===== src/design/hre_pkg.sv =====
// Shared types, constants and command codes for the homography reprojection error block.
package hre_pkg;

	localparam int FRAC_BITS_DEF  = 16;
	localparam int COUNT_BITS_DEF = 16;

	localparam int CFG_IDX_W = 3;
	localparam logic [CFG_IDX_W-1:0] REG_PAIR0 = 3'd0;
	localparam logic [CFG_IDX_W-1:0] REG_PAIR1 = 3'd1;
	localparam logic [CFG_IDX_W-1:0] REG_PAIR2 = 3'd2;
	localparam logic [CFG_IDX_W-1:0] REG_PAIR3 = 3'd3;
	localparam logic [CFG_IDX_W-1:0] REG_LAST  = 3'd4;
	localparam logic [CFG_IDX_W-1:0] REG_TOL   = 3'd5;

	localparam logic [31:0] TOL_RESET = 32'd18446744;

	localparam logic [1:0] PT_OK    = 2'd0;
	localparam logic [1:0] PT_SMALL = 2'd1;
	localparam logic [1:0] PT_SAT   = 2'd2;

	localparam int ITER_STEP_W = 7;

	typedef enum logic [5:0] {
		STEP_IDLE,
		STEP_P0, STEP_P1, STEP_P2, STEP_P3, STEP_P4, STEP_P5,
		STEP_P6, STEP_P7, STEP_P8, STEP_P9, STEP_P10, STEP_P11,
		STEP_W_RA, STEP_RP_S, STEP_W_RP,
		STEP_M0, STEP_M1, STEP_M2, STEP_M3, STEP_CHK,
		STEP_DX_S, STEP_DX_W, STEP_DY_S, STEP_DY_W,
		STEP_E0, STEP_E1, STEP_E2, STEP_E3,
		STEP_SQ_S, STEP_SQ_W, STEP_ACC, STEP_FIN,
		STEP_R_S, STEP_R_W, STEP_RS_S, STEP_RS_W,
		STEP_PUSH
	} step_t;

	typedef struct packed {
		step_t step;
		logic  ready;
	} cmd_t;

	typedef struct packed {
		logic iter_busy;
		logic too_small;
		logic last;
	} stat_t;

	typedef struct packed {
		logic [31:0] h00;
		logic [31:0] h01;
		logic [31:0] h02;
		logic [31:0] h10;
		logic [31:0] h11;
		logic [31:0] h12;
		logic [31:0] h20;
		logic [31:0] h21;
		logic [31:0] h22;
		logic [31:0] tol;
	} coef_t;

	typedef struct packed {
		logic [31:0] mapped_x;
		logic [31:0] mapped_y;
		logic [31:0] error_dist;
		logic [1:0]  point_status;
		logic [31:0] rms_error;
		logic        rms_valid;
		logic        set_end;
	} res_t;

	typedef struct packed {
		logic                   start;
		logic                   sqrt_mode;
		logic [ITER_STEP_W-1:0] steps;
	} iter_cmd_t;

endpackage


===== src/design/hre_ctrl.sv =====
// Controller: sequences one item through the datapath steps.
module hre_ctrl (
	input  logic           clk,
	input  logic           arst_n,
	input  logic           in_take,
	input  logic           out_free,
	input  hre_pkg::stat_t stat,
	output hre_pkg::cmd_t  cmd
);

	// members follow the order of hre_pkg::step_t
	typedef enum logic [5:0] {
		S_IDLE,
		S_P0, S_P1, S_P2, S_P3, S_P4, S_P5,
		S_P6, S_P7, S_P8, S_P9, S_P10, S_P11,
		S_W_RA, S_RP_S, S_W_RP,
		S_M0, S_M1, S_M2, S_M3, S_CHK,
		S_DX_S, S_DX_W, S_DY_S, S_DY_W,
		S_E0, S_E1, S_E2, S_E3,
		S_SQ_S, S_SQ_W, S_ACC, S_FIN,
		S_R_S, S_R_W, S_RS_S, S_RS_W,
		S_PUSH
	} state_t;

	state_t        state_q, state_d;
	hre_pkg::cmd_t cmd_q;

	always_comb begin
		state_d = state_q;
		case (state_q)
			S_IDLE:  if (in_take) state_d = S_P0;
			S_P0:    state_d = S_P1;
			S_P1:    state_d = S_P2;
			S_P2:    state_d = S_P3;
			S_P3:    state_d = S_P4;
			S_P4:    state_d = S_P5;
			S_P5:    state_d = S_P6;
			S_P6:    state_d = S_P7;
			S_P7:    state_d = S_P8;
			S_P8:    state_d = S_P9;
			S_P9:    state_d = S_P10;
			S_P10:   state_d = S_P11;
			S_P11:   state_d = S_W_RA;
			S_W_RA:  if (!stat.iter_busy) state_d = S_RP_S;
			S_RP_S:  state_d = S_W_RP;
			S_W_RP:  if (!stat.iter_busy) state_d = S_M0;
			S_M0:    state_d = S_M1;
			S_M1:    state_d = S_M2;
			S_M2:    state_d = S_M3;
			S_M3:    state_d = S_CHK;
			S_CHK:   state_d = stat.too_small ? S_FIN : S_DX_S;
			S_DX_S:  state_d = S_DX_W;
			S_DX_W:  if (!stat.iter_busy) state_d = S_DY_S;
			S_DY_S:  state_d = S_DY_W;
			S_DY_W:  if (!stat.iter_busy) state_d = S_E0;
			S_E0:    state_d = S_E1;
			S_E1:    state_d = S_E2;
			S_E2:    state_d = S_E3;
			S_E3:    state_d = S_SQ_S;
			S_SQ_S:  state_d = S_SQ_W;
			S_SQ_W:  if (!stat.iter_busy) state_d = S_ACC;
			S_ACC:   state_d = S_FIN;
			S_FIN:   state_d = stat.last ? S_R_S : S_PUSH;
			S_R_S:   state_d = S_R_W;
			S_R_W:   if (!stat.iter_busy) state_d = S_RS_S;
			S_RS_S:  state_d = S_RS_W;
			S_RS_W:  if (!stat.iter_busy) state_d = S_PUSH;
			S_PUSH:  if (out_free) state_d = S_IDLE;
			default: state_d = S_IDLE;
		endcase
	end

	always_ff @(posedge clk or negedge arst_n) begin
		if (!arst_n) begin
			state_q     <= S_IDLE;
			cmd_q.step  <= hre_pkg::STEP_IDLE;
			cmd_q.ready <= 1'b1;
		end else begin
			state_q     <= state_d;
			cmd_q.step  <= hre_pkg::step_t'(state_d);
			cmd_q.ready <= (state_d == S_IDLE);
		end
	end

	assign cmd = cmd_q;

endmodule


===== config.mk =====
export PLATFORM = sky130hd
export DESIGN_NAME = hre_ctrl
export DESIGN_NICKNAME = d
export VERILOG_FILES = /design/src/design/hre_pkg.sv /design/src/design/hre_ctrl.sv
export SDC_FILE = /design/constraint.sdc
export NUM_CORES = 1
export LEC_CHECK = 0
export BUFFER_PORTS_ARGS = -buffer_cell sky130_fd_sc_hd__clkbuf_2
export CORE_AREA = 3 3 47 49
export DETAILED_ROUTE_END_ITERATION = 16
export DIE_AREA = 0 0 50 52
export PLACE_DENSITY = 0.68
export SYNTH_ARGS = -nofsm -noshare
export SYNTH_HDL_FRONTEND = slang
export SYNTH_SLANG_ARGS = --single-unit

===== constraint.sdc =====
create_clock -name clk -period 3.39 [get_ports clk]
set_input_delay 0.5085 -clock clk [delete_from_list [all_inputs] [get_ports clk]]
set_output_delay 0.5085 -clock clk [all_outputs]
set_load 0.005 [all_outputs]

* Yosys cells after proc, flatten, opt, wreduce, memory -nomap -nowiden
Index checks and enable logic that the tools add are counted.
** Storage, ports and cells
- Bits in registers :: 7
- Bits of input ports :: 7
- Output and inout port bits :: 7
- Word-level logic and storage cells :: 53
** Cells by class
- Equal/unequal tests :: 37
- Muxes and demuxes :: 12
- Reductions and logical operators :: 2
** Operators with widths (count)
- one-hot mux 6 bit (38 select lines) :: 1
- equality test 6 x 5 -> 1 bit, second input constant :: 16
- 2-to-1 mux 6 bit :: 10
- equality test 6 x 4 -> 1 bit, second input constant :: 8
- equality test 6 bit, second input constant :: 6
- equality test 6 x 3 -> 1 bit, second input constant :: 4
- equality test 6 x 2 -> 1 bit, second input constant :: 2
- zero test 6 bit :: 2
- equality test 6 x 1 -> 1 bit, second input constant :: 1
- 2-to-1 mux 3 bit :: 1

* Logic depth before layout (Yosys ltp)
Gate-level depths: netlist of run 1.
- Word-level depth :: 3
- Depth in mapped cells :: 7
- Gate-level depth less buffers :: 5

* Least setup slack after synthesis of run 1
OpenSTA, ideal clock, no wires.
- Path kind :: register to register
- From :: reg, netlist name cmd[2]
- To :: reg cmd_q (netlist bit cmd[0])
- Library setup time :: 75 ps
- Data arrival time :: 1668 ps
- Data required time :: 3315 ps
- Slack :: 1647 ps
- Cell stages (with the launch flop) :: 7
- Path buffers :: 1
- Clock period less this slack :: 1743 ps
- Path through :: dfrtp_1 buf_6 maj3_2 a22oi_1 o21ai_1 or4_1 nor3_2
** RTL lines
- end, declared :: RTL line hre_ctrl.sv:26 : hre_pkg::cmd_t cmd_q;

==> results.tsv, run 1 <==
stage	metric	value	unit
timing	Slew @ Worst Pin	0.686	ns
floorplan	die area	2600	um2
drt	DR vias	747	
finish	Layout fillers	204	
clocking	hold_buf cts	0	
synthesis	Syn Inst Count	96	
finish	most common cell after layout, fill and taps aside	clkbuf_2	
critical_path	top fanout value on the critical path	23	
finish	antenna fix cells	0	
finish	highest-count cells in the layout ignoring fill and taps	clkbuf_2 (13), nand2_1 (9), nor2_1 (7), a21oi_1 (7), nor3_1 (7)	
drt	Via-to-Cell Ratio	5.75	
global_route	initial antenna violation count	0	
run	Max-cap violations	0	
floorplan	core area	1900	um2
power_and_ir_drop	internal power	0.359	mW
floorplan	Die Y	52	um
power_and_ir_drop	Pleak	0.322	nW
synthesis	Avg Inst Size Synth	7.62	um2
clocking	H-tree level count	1	
synthesis	Mapped Area	732	um2
critical_path	worst-case reg-to-reg path depth	5	
critical_path	critical path arrival	2.33	ns
timing	max_slew headroom	0.543	
clocking	CTS tree	built	
synthesis	Area contributors post-synth	dfrtp_1 (21%), a21oi_1 (4.8%), buf_2 (4.8%), nor3_1 (4.8%), nand2_1 (4.6%)	
power_and_ir_drop	PD cells	925	nW/um2
power_and_ir_drop	clock network fraction of total power	0.103	
timing	Max Fclk	466	MHz
finish	Largest register FFs	7	
global_route	largest net degree at the start of global routing	25	
clocking	CTS resizes	0	
power_and_ir_drop	Sequential Power Share	0.373	
clocking	clock sinks	7	
finish	Layout Nets	111	
timing	post-layout min period	2.15	ns
min_path	Hold Crit Class	in -> async	
timing	Clock Skew	0.00464	ns
clocking	CTS Root Cell	clkbuf_4	
finish	share of cells above drive strength 1	0.204	
timing	final setup vio count	0	
timing	Final Hold Viols	0	
clocking	post-CTS setup buffer count	0	
timing	max-slew violations	0	
finish	register area	176	um2
drt	final WL	1800	um
synthesis	Synth top area share	0.205	
drt	1st-iter DRT viols	28	
clocking	Bufs on Longest Clock Path	2	
place	PortBufs	13	
finish	area of the multi-input gates	487	um2
timing	Final period util	0.633	
floorplan	Die Wd	50	um
synthesis	post-synth top area cell	dfrtp_1	
synthesis	fraction of registers with async set/reset	1.00	
power_and_ir_drop	switching component of the power	0.377	mW
critical_path	crit path kind	reg -> reg	
critical_path	Worst setup SP type	register	
global_route	gr usage total	0.146	
clocking	clk slew on worst S/H paths	0.05	ns
clocking	Skew-Pair Late Insertion Delay	0.25	ns
global_route	grt total ovfl	0	
floorplan	I/O pin cnt	14	
critical_path	Critical Path End Type	register	
synthesis	Mapped Nets	103	
synthesis	Primary FF master, synth	dfrtp_1	
status	status	complete, no violations	
synthesis	warnings from Yosys	0	
timing	Setup TNS	0	ns
place	RD Place Congestion	0.833	
global_route	first-pass GRT wire length	2990	um
power_and_ir_drop	Comb pwr share	0.524	
drt	Detailed Routing Iterations Pass 1	4	
floorplan	initial cell density of the core	0.385	
synthesis	Yosys reg bits	7	
timing	RSZ-0062 raised after global routing	no	
drt	Routed Antenna Nets	0	
critical_path	WP data required	3.57	ns
power_and_ir_drop	Sw Ratio	0.512	
power_and_ir_drop	VDD IR max	500	uV
synthesis	number of flops mapped to enable cells by yosys	0	
synthesis	sequential fraction of the synthesis area	0.241	
finish	area grow syn2layout	8.72	%
clocking	total CTS buffers	3	
place	post-DP HPWL	1250	um
drt	# DRC	0	
drt	DR WL/cell	13.8	um
synthesis	post-synth cell types	37	
global_route	vias in the first global route	659	
timing	hold_ws	0.0812	ns
floorplan	row cnt	16	
cell families (layout without fill, tap and decap cells):
group / after synthesis / in the layout / synth area share
flip-flops: 7 / 7 / 0.241
adder cells (fa/ha/maj): 1 / 1 / 0.0154
buffers and inverters: 12 / 19 / 0.0940
AO/OA/AOI/OAI: 27 / 27 / 0.255
multiplexers: 2 / 2 / 0.0274
AND/OR/NAND/NOR: 47 / 47 / 0.368
metal layers:
metal | global-route usage | up-vias | wire [um]
met1 | 0.178 | 341 | 841
met4 | 0.0461 | 0 | 14
met5 | 0 | - | 0
met2 | 0.246 | 30 | 842
met3 | 0.0401 | 2 | 100
li1 | - | 374 | -
power groups by stage:
stage	Sequential, mW	Clock [mW]	Combinational, mW
floorplan	0.150	0	0.436
global placement	0.270	0	0.379
detailed placement	0.274	0	0.384
CTS	0.272	0.0769	0.386
global route	0.290	0.0812	0.430
finish	0.275	0.0756	0.386
cells in the mapped netlist, types with 2 or more instances:
library cell and number:
o21ai_1 2, nand4_1 2, a31oi_1 2, buf_4 2
a22oi_1 4, mux2i_1 2, o32ai_1 2, nor2b_1 4
dfrtp_1 6, and2b_1 2, buf_2 7, inv_1 2
nand2b_1 2, nand2_1 9, a21oi_1 7, o211ai_1 4
and3b_1 2, nor2_1 7, o21ai_0 2, or4_1 2
nor3_1 7, nor3b_1 2
worst paths after layout:
| path | startpoint | endpoint | slack (ns) |
|---|---|---|---|
| min reg2reg | cmd[6]$_DFF_PN0_ | cmd[4]$_DFF_PN0_ | 0.80 |
| max | cmd[2]$_DFF_PN0_ | cmd[0]$_DFF_PN1_ | 1.24 |
| max reg2reg | cmd[2]$_DFF_PN0_ | cmd[0]$_DFF_PN1_ | 1.24 |
| min | arst_n | cmd[6]$_DFF_PN0_ | 0.08 |
| max in group asynchronous | arst_n | cmd[0]$_DFF_PN1_ | 3.08 |
| min in group clk | stat[1] | cmd[6]$_DFF_PN0_ | 0.67 |
critical path, stage by stage (launching register included):
cell and delay [ns]:
dfrtp_1 0.78, and2b_1 0.30, o21ai_1 0.14, a21oi_1 0.08, or4_1 0.59, nor3_2 0.19
cell type report:
cell class / count / share of cell area
multi-input cells: 77 / 0.612
inverters: 2 / 0.00943
well taps: 27 / 0.0425
repair buffers: 13 / 0.0818
clock buffers: 4 / 0.0330
flip-flops and latches: 7 / 0.222
stage by stage:
| stage | cells | power [mW] | worst slack, ns | utilization | area [um2] |
|---|---|---|---|---|---|
| finish | 130 | 0.736 | 1.24 | 0.418 | 796 |
| global route | 130 | 0.802 | 1.12 | 0.418 | 796 |
| CTS | 130 | 0.735 | 1.26 | 0.418 | 796 |
| detailed placement | 126 | 0.658 | 1.28 | 0.405 | 769 |
| global placement | 126 | 0.649 | 1.34 | 0.405 | 769 |
| floorplan | 96 | 0.586 | 1.65 | - | 732 |
No activity file was read; power rests on OpenSTA's default activity.
==> run 2, diff against run 1 <==
- PLACE_DENSITY: 0.68 -> 0.7
- clock period: 3.39 -> 1.7 ns (I/O delays scaled with it)
==> run 2 against run 1 <==
Compared with the run above:
- the flow now finishes with violations (negative setup slack)
- clock skew increased by 0.0015 ns
- final area increased by 28%
- non-clock buffer count increased by 28
- global-route usage increased by 5.5 points
- clock power increased by 100%
- setup slack got worse by 1.4 ns
- critical path type unchanged
- critical endpoint unchanged
- highest routed layer unchanged
==> results.tsv, run 2 (synthesis gave the netlist of run 1 again) <==
stage	metric	value	unit
clocking	CTS Root Cell	clkbuf_4	
min_path	Hold Crit Class	in -> async	
critical_path	max incr delay on CP	0.54	ns
clocking	Skew-Pair Late Insertion Delay	0.26	ns
global_route	grt total ovfl	0	
drt	Routed Antenna Nets	0	
power_and_ir_drop	Pleak	0.459	nW
timing	worst setup margin	-0.151	ns
place	PortBufs	13	
finish	antenna fix cells	0	
clocking	post-CTS setup buffer count	0	
drt	1st-iter DRT viols	38	
critical_path	crit path kind	reg -> reg	
drt	final WL	2460	um
critical_path	Worst setup SP type	register	
floorplan	I/O pin cnt	14	
critical_path	crit path buf inv count	1	
finish	area grow syn2layout	39.5	%
timing	Final Hold Viols	0	
timing	Final period util	1.09	
finish	most common cell after layout, fill and taps aside	buf_4	
global_route	gr usage total	0.201	
finish	highest-count cells in the layout ignoring fill and taps	buf_4 (27), clkbuf_2 (13), nand2_1 (9)	
finish	Layout fillers	173	
finish	Largest register FFs	7	
power_and_ir_drop	VDD IR max	1130	uV
finish	Post-Layout Cell Count	158	
clocking	clock sinks	7	
floorplan	die area	2600	um2
clocking	clk slew on worst S/H paths	0.06	ns
timing	Max Fclk	540	MHz
global_route	first-pass GRT wire length	3950	um
critical_path	Critical Path, Cell by Cell	buf_4 > and3b_1 > a22oi_1 > o211ai_1 > or4_4 > nor3_2	
place	post-DP HPWL	1870	um
power_and_ir_drop	post-layout total power	2.02	mW
critical_path	Slowest cell on crit path	or4_4	
critical_path	WP data required	1.88	ns
drt	DR WL/cell	15.6	um
global_route	vias in the first global route	868	
clocking	H-tree level count	1	
global_route	initial antenna violation count	0	
clocking	Bufs on Longest Clock Path	2	
drt	DR vias	904	
floorplan	Die Wd	50	um
timing	max_slew headroom	0.655	
critical_path	CP delay by family, top	simple AND/OR/NAND/NOR gates	
critical_path	Critical Path End Type	register	
place	RD Place Congestion	0.906	
floorplan	core area	1900	um2
floorplan	row cnt	16	
run	Max-cap violations	0	
clocking	CTS tree	built	
timing	Slew @ Worst Pin	0.513	ns
status	violated checks	negative setup slack	
drt	Detailed Routing Iterations Pass 1	4	
status	status	finished, violations left	
global_route	largest net degree at the start of global routing	14	
drt	# DRC	0	
drt	Via-to-Cell Ratio	5.72	
floorplan	initial cell density of the core	0.385	
timing	final setup vio count	1	
critical_path	stages on the worst setup path	6	
critical_path	critical path arrival	2.03	ns
timing	Clock Skew	0.00617	ns
critical_path	top fanout value on the critical path	8	
critical_path	worst-case reg-to-reg path depth	6	
timing	RSZ-0062 raised after global routing	yes	
place	placed cell count	153	
clocking	total CTS buffers	3	
floorplan	Die Y	52	um
power_and_ir_drop	PD cells	1980	nW/um2
finish	Layout Nets	139	
timing	max-slew violations	0	
place	Place WS	-0.191	ns
timing	post-layout min period	1.85	ns
finish	share of cells above drive strength 1	0.397	
## run 2: cell count changes in the layout (fill, tap and decap cells not counted), sizes merged
cell	previous run	this run
dlygate4sd3	0	1
buf	0	27
## run 2: final timing paths
path	slack, ns	from	end
worst min-delay path	0.37	arst_n	cmd[5]$_DFF_PN0_
worst min register to register	0.85	cmd[3]$_DFF_PN0_	cmd[6]$_DFF_PN0_
min in group clk	0.41	stat[1]	cmd[6]$_DFF_PN0_
max in group asynchronous	1.09	arst_n	cmd[0]$_DFF_PN1_
worst max register to register	-0.15	cmd[2]$_DFF_PN0_	cmd[0]$_DFF_PN1_
worst max-delay path	-0.15	cmd[2]$_DFF_PN0_	cmd[0]$_DFF_PN1_
## run 2: final cells by class
cell class / count / area (um2) / share of cell area
timing repair buffer: 41 / 278 / 0.272
inverter: 2 / 7.51 / 0.00735
tap: 27 / 33.8 / 0.0331
clock buffer: 4 / 26.3 / 0.0257
sequential: 7 / 178 / 0.174
multi-input combinational: 77 / 498 / 0.488
## run 2: power breakdown
part	internal, mW	switching (mW)
registers	0.244	0.116
clock network	0.0898	0.0647
logic	0.769	0.739
## run 2: layer usage
metal  track usage  routed length, um  up-vias
met1         0.248               1130      428
met5             0                  0        -
met2         0.324               1160       39
met4         0.106                 61        0
li1              -                  -      429
met3        0.0458                108        8
## run 2: worst reg2reg max path, stage by stage, from the launching register on
cell	delay, ns
dfrtp_1	0.39
buf_4	0.18
and3b_1	0.21
a22oi_1	0.19
o211ai_1	0.14
or4_4	0.54
nor3_2	0.13
## run 2: metrics by stage
stage                      util  hold slack [ns]  instance area (um2)  TNS (ns)
after floorplan               -          -0.0406                  732         0
after global placement    0.511           0.0916                  972    -0.161
after detailed placement  0.511            0.102                  972    -0.242
after CTS                 0.533            0.374                 1010    -0.129
after global routing      0.537            0.368                 1020    -0.245
final                     0.537            0.369                 1020    -0.151
## run 2: what timing repair did
| item | 4_1_cts | 5_1_grt |
|---|---|---|
| gates cloned | 0 | 0 |
| hold buffers | 1 | 0 |
| resized for setup | 2 | 2 |
| setup endpoints to repair | 2 | 3 |
| endpoints found under the hold margin | 6 | 0 |
| pin swaps | 0 | 1 |
==> run 3, diff against run 2 <==
- CORE_AREA: 3 3 47 49 -> 3 3 44 46
- CTS_CLUSTER_DIAMETER: default -> 40
- DIE_AREA: 0 0 50 52 -> 0 0 47 49
- PLACE_DENSITY: 0.7 -> 0.78
==> run 3 against run 2 <==
Compared with the run above:
- the run still ends with negative setup slack left
- via count decreased by 5.0%
- total power shrank 2.4%
- utilization is 13 points higher
- sequential power grew 5%
- sequential share of layout area rose by 0.45 points
- clock-buffer cell count unchanged
- final area increased by 0.24%
- critical endpoint unchanged
==> results.tsv, run 3 (synthesis gave the netlist of run 1 again) <==
stage	metric	value	unit
finish	share of cells above drive strength 1	0.443	
critical_path	critical path arrival	1.96	ns
critical_path	R2R Path End	cmd[0]$_DFF_PN1_	
clocking	clk slew on worst S/H paths	0.05	ns
min_path	Hold Crit Class	in -> async	
finish	Finished Core Util	0.664	
finish	final instance area	1020	um2
timing	RSZ-0062 raised after global routing	yes	
clocking	Bufs on Longest Clock Path	2	
finish	area grow syn2layout	39.8	%
drt	DR WL/cell	14.6	um
critical_path	Reg2Reg Setup Slack	-0.08	ns
timing	Max Fclk	562	MHz
clocking	CTS tree	built	
clocking	total CTS buffers	3	
power_and_ir_drop	PD cells	1930	nW/um2
global_route	initial antenna violation count	0	
clocking	clock sinks	7	
critical_path	crit path kind	reg -> reg	
clocking	H-tree level count	1	
drt	DR vias	859	
drt	final WL	2150	um
floorplan	initial cell density of the core	0.475	
drt	Detailed Routing Iterations Pass 1	6	
finish	most common cell after layout, fill and taps aside	buf_4	
timing	final setup vio count	1	
timing	max-slew violations	0	
run	Max-cap violations	0	
global_route	vias in the first global route	802	
critical_path	top fanout value on the critical path	10	
critical_path	Critical Path End Type	register	
place	PortBufs	13	
floorplan	core area	1540	um2
timing	Final period util	1.05	
drt	routed wl met2	1050	um
floorplan	die area	2300	um2
clocking	CTS Root Cell	clkbuf_4	
floorplan	Die Y	49	um
floorplan	row cnt	14	
drt	Via-to-Cell Ratio	5.84	
critical_path	worst-case reg-to-reg path depth	6	
finish	Layout Nets	139	
finish	highest-count cells in the layout ignoring fill and taps	buf_4 (26), clkbuf_2 (13), nand2_1 (9)	
critical_path	WP data required	1.88	ns
drt	total length of routed met3 wires	126	um
timing	Slew @ Worst Pin	0.422	ns
floorplan	I/O pin cnt	14	
critical_path	Critical Path, Cell by Cell	buf_4 > nor4bb_1 > a22oi_1 > o21ai_1 > or4_4 > nor3_2	
drt	met1 wire length	964	um
finish	Post-Layout Cell Count	147	
global_route	gr usage total	0.203	
place	placed cell count	139	
place	post-DP HPWL	1600	um
timing	max_slew headroom	0.716	
timing	post-layout min period	1.78	ns
critical_path	Worst setup SP type	register	
global_route	first-pass GRT wire length	3540	um
critical_path	r2r startpoint	cmd[1]$_DFF_PN0_	
status	violated checks	negative setup slack	
drt	1st-iter DRT viols	24	
drt	# DRC	0	
place	DP Area	936	um2
critical_path	max incr delay on CP	0.48	ns
timing	Final Hold Viols	0	
drt	max layer used	met4	
global_route	largest net degree at the start of global routing	14	
finish	antenna fix cells	0	
finish	Largest register FFs	7	
timing	worst setup margin	-0.0794	ns
power_and_ir_drop	Pleak	0.458	nW
global_route	grt total ovfl	0	
timing	Clock Skew	0.00460	ns
critical_path	Slowest cell on crit path	dfrtp_2	
status	status	finished, violations left	
clocking	Skew-Pair Late Insertion Delay	0.25	ns
drt	Routed Antenna Nets	0	
timing	hold_ws	0.365	ns
place	RD Place Congestion	0.972	
power_and_ir_drop	VDD IR max	1410	uV
floorplan	Die Wd	47	um
## run 3: worst max-delay path, delay by kind of cell, from the launching register on
family          cells  cell delay (ns)
flops               1             0.48
simple gates        3             0.71
buf+inv             1             0.18
compound gates      2             0.34
## run 3: area by class of cell
class / instances / area, um2
fill: 131 / 518
multi-input combinational: 77 / 505
timing repair buffer: 41 / 282
sequential: 7 / 183
clock buffer: 4 / 26.3
tap: 16 / 20.0
inverter: 2 / 7.51
## run 3: how the worst max path moves through the flow
stage                                   to             start
after CTS                 cmd[0]$_DFF_PN1_  cmd[2]$_DFF_PN0_
after detailed placement  cmd[0]$_DFF_PN1_  cmd[2]$_DFF_PN0_
final                     cmd[0]$_DFF_PN1_  cmd[1]$_DFF_PN0_
after global routing      cmd[0]$_DFF_PN1_  cmd[1]$_DFF_PN0_
after floorplan           cmd[0]$_DFF_PN1_  cmd[2]$_DFF_PN0_
after global placement    cmd[0]$_DFF_PN1_  cmd[2]$_DFF_PN0_
## run 3: layer usage
metal | GRT usage | vias to the layer above
li1 | - | 430
met2 | 0.294 | 33
met1 | 0.295 | 394
met5 | 0 | -
met3 | 0.0443 | 2
met4 | 0.0599 | 0
## run 3: stage by stage
step | setup TNS [ns] | power, mW | setup slack [ns]
after floorplan | 0 | 1.17 | 0.0116
after global placement | -0.110 | 1.64 | -0.110
after detailed placement | -0.244 | 1.67 | -0.192
after CTS | -0.0567 | 1.92 | -0.0567
after global routing | -0.128 | 2.14 | -0.128
final | -0.0794 | 1.97 | -0.0794
## run 3: timing repair
action	CTS	global route
pin swaps	2	0
hold endpoints to repair	6	0
gates resized for setup	10	2
hold buffers	1	0
gates cloned	0	0
endpoints found under the setup margin	3	1
buffers inserted	1	2
## run 3: where the power goes
group | internal, mW | switching [mW] | total (mW)
logic | 0.763 | 0.687 | 1.45
clock network | 0.0894 | 0.0579 | 0.147
registers | 0.253 | 0.124 | 0.377
total | 1.11 | 0.869 | 1.97
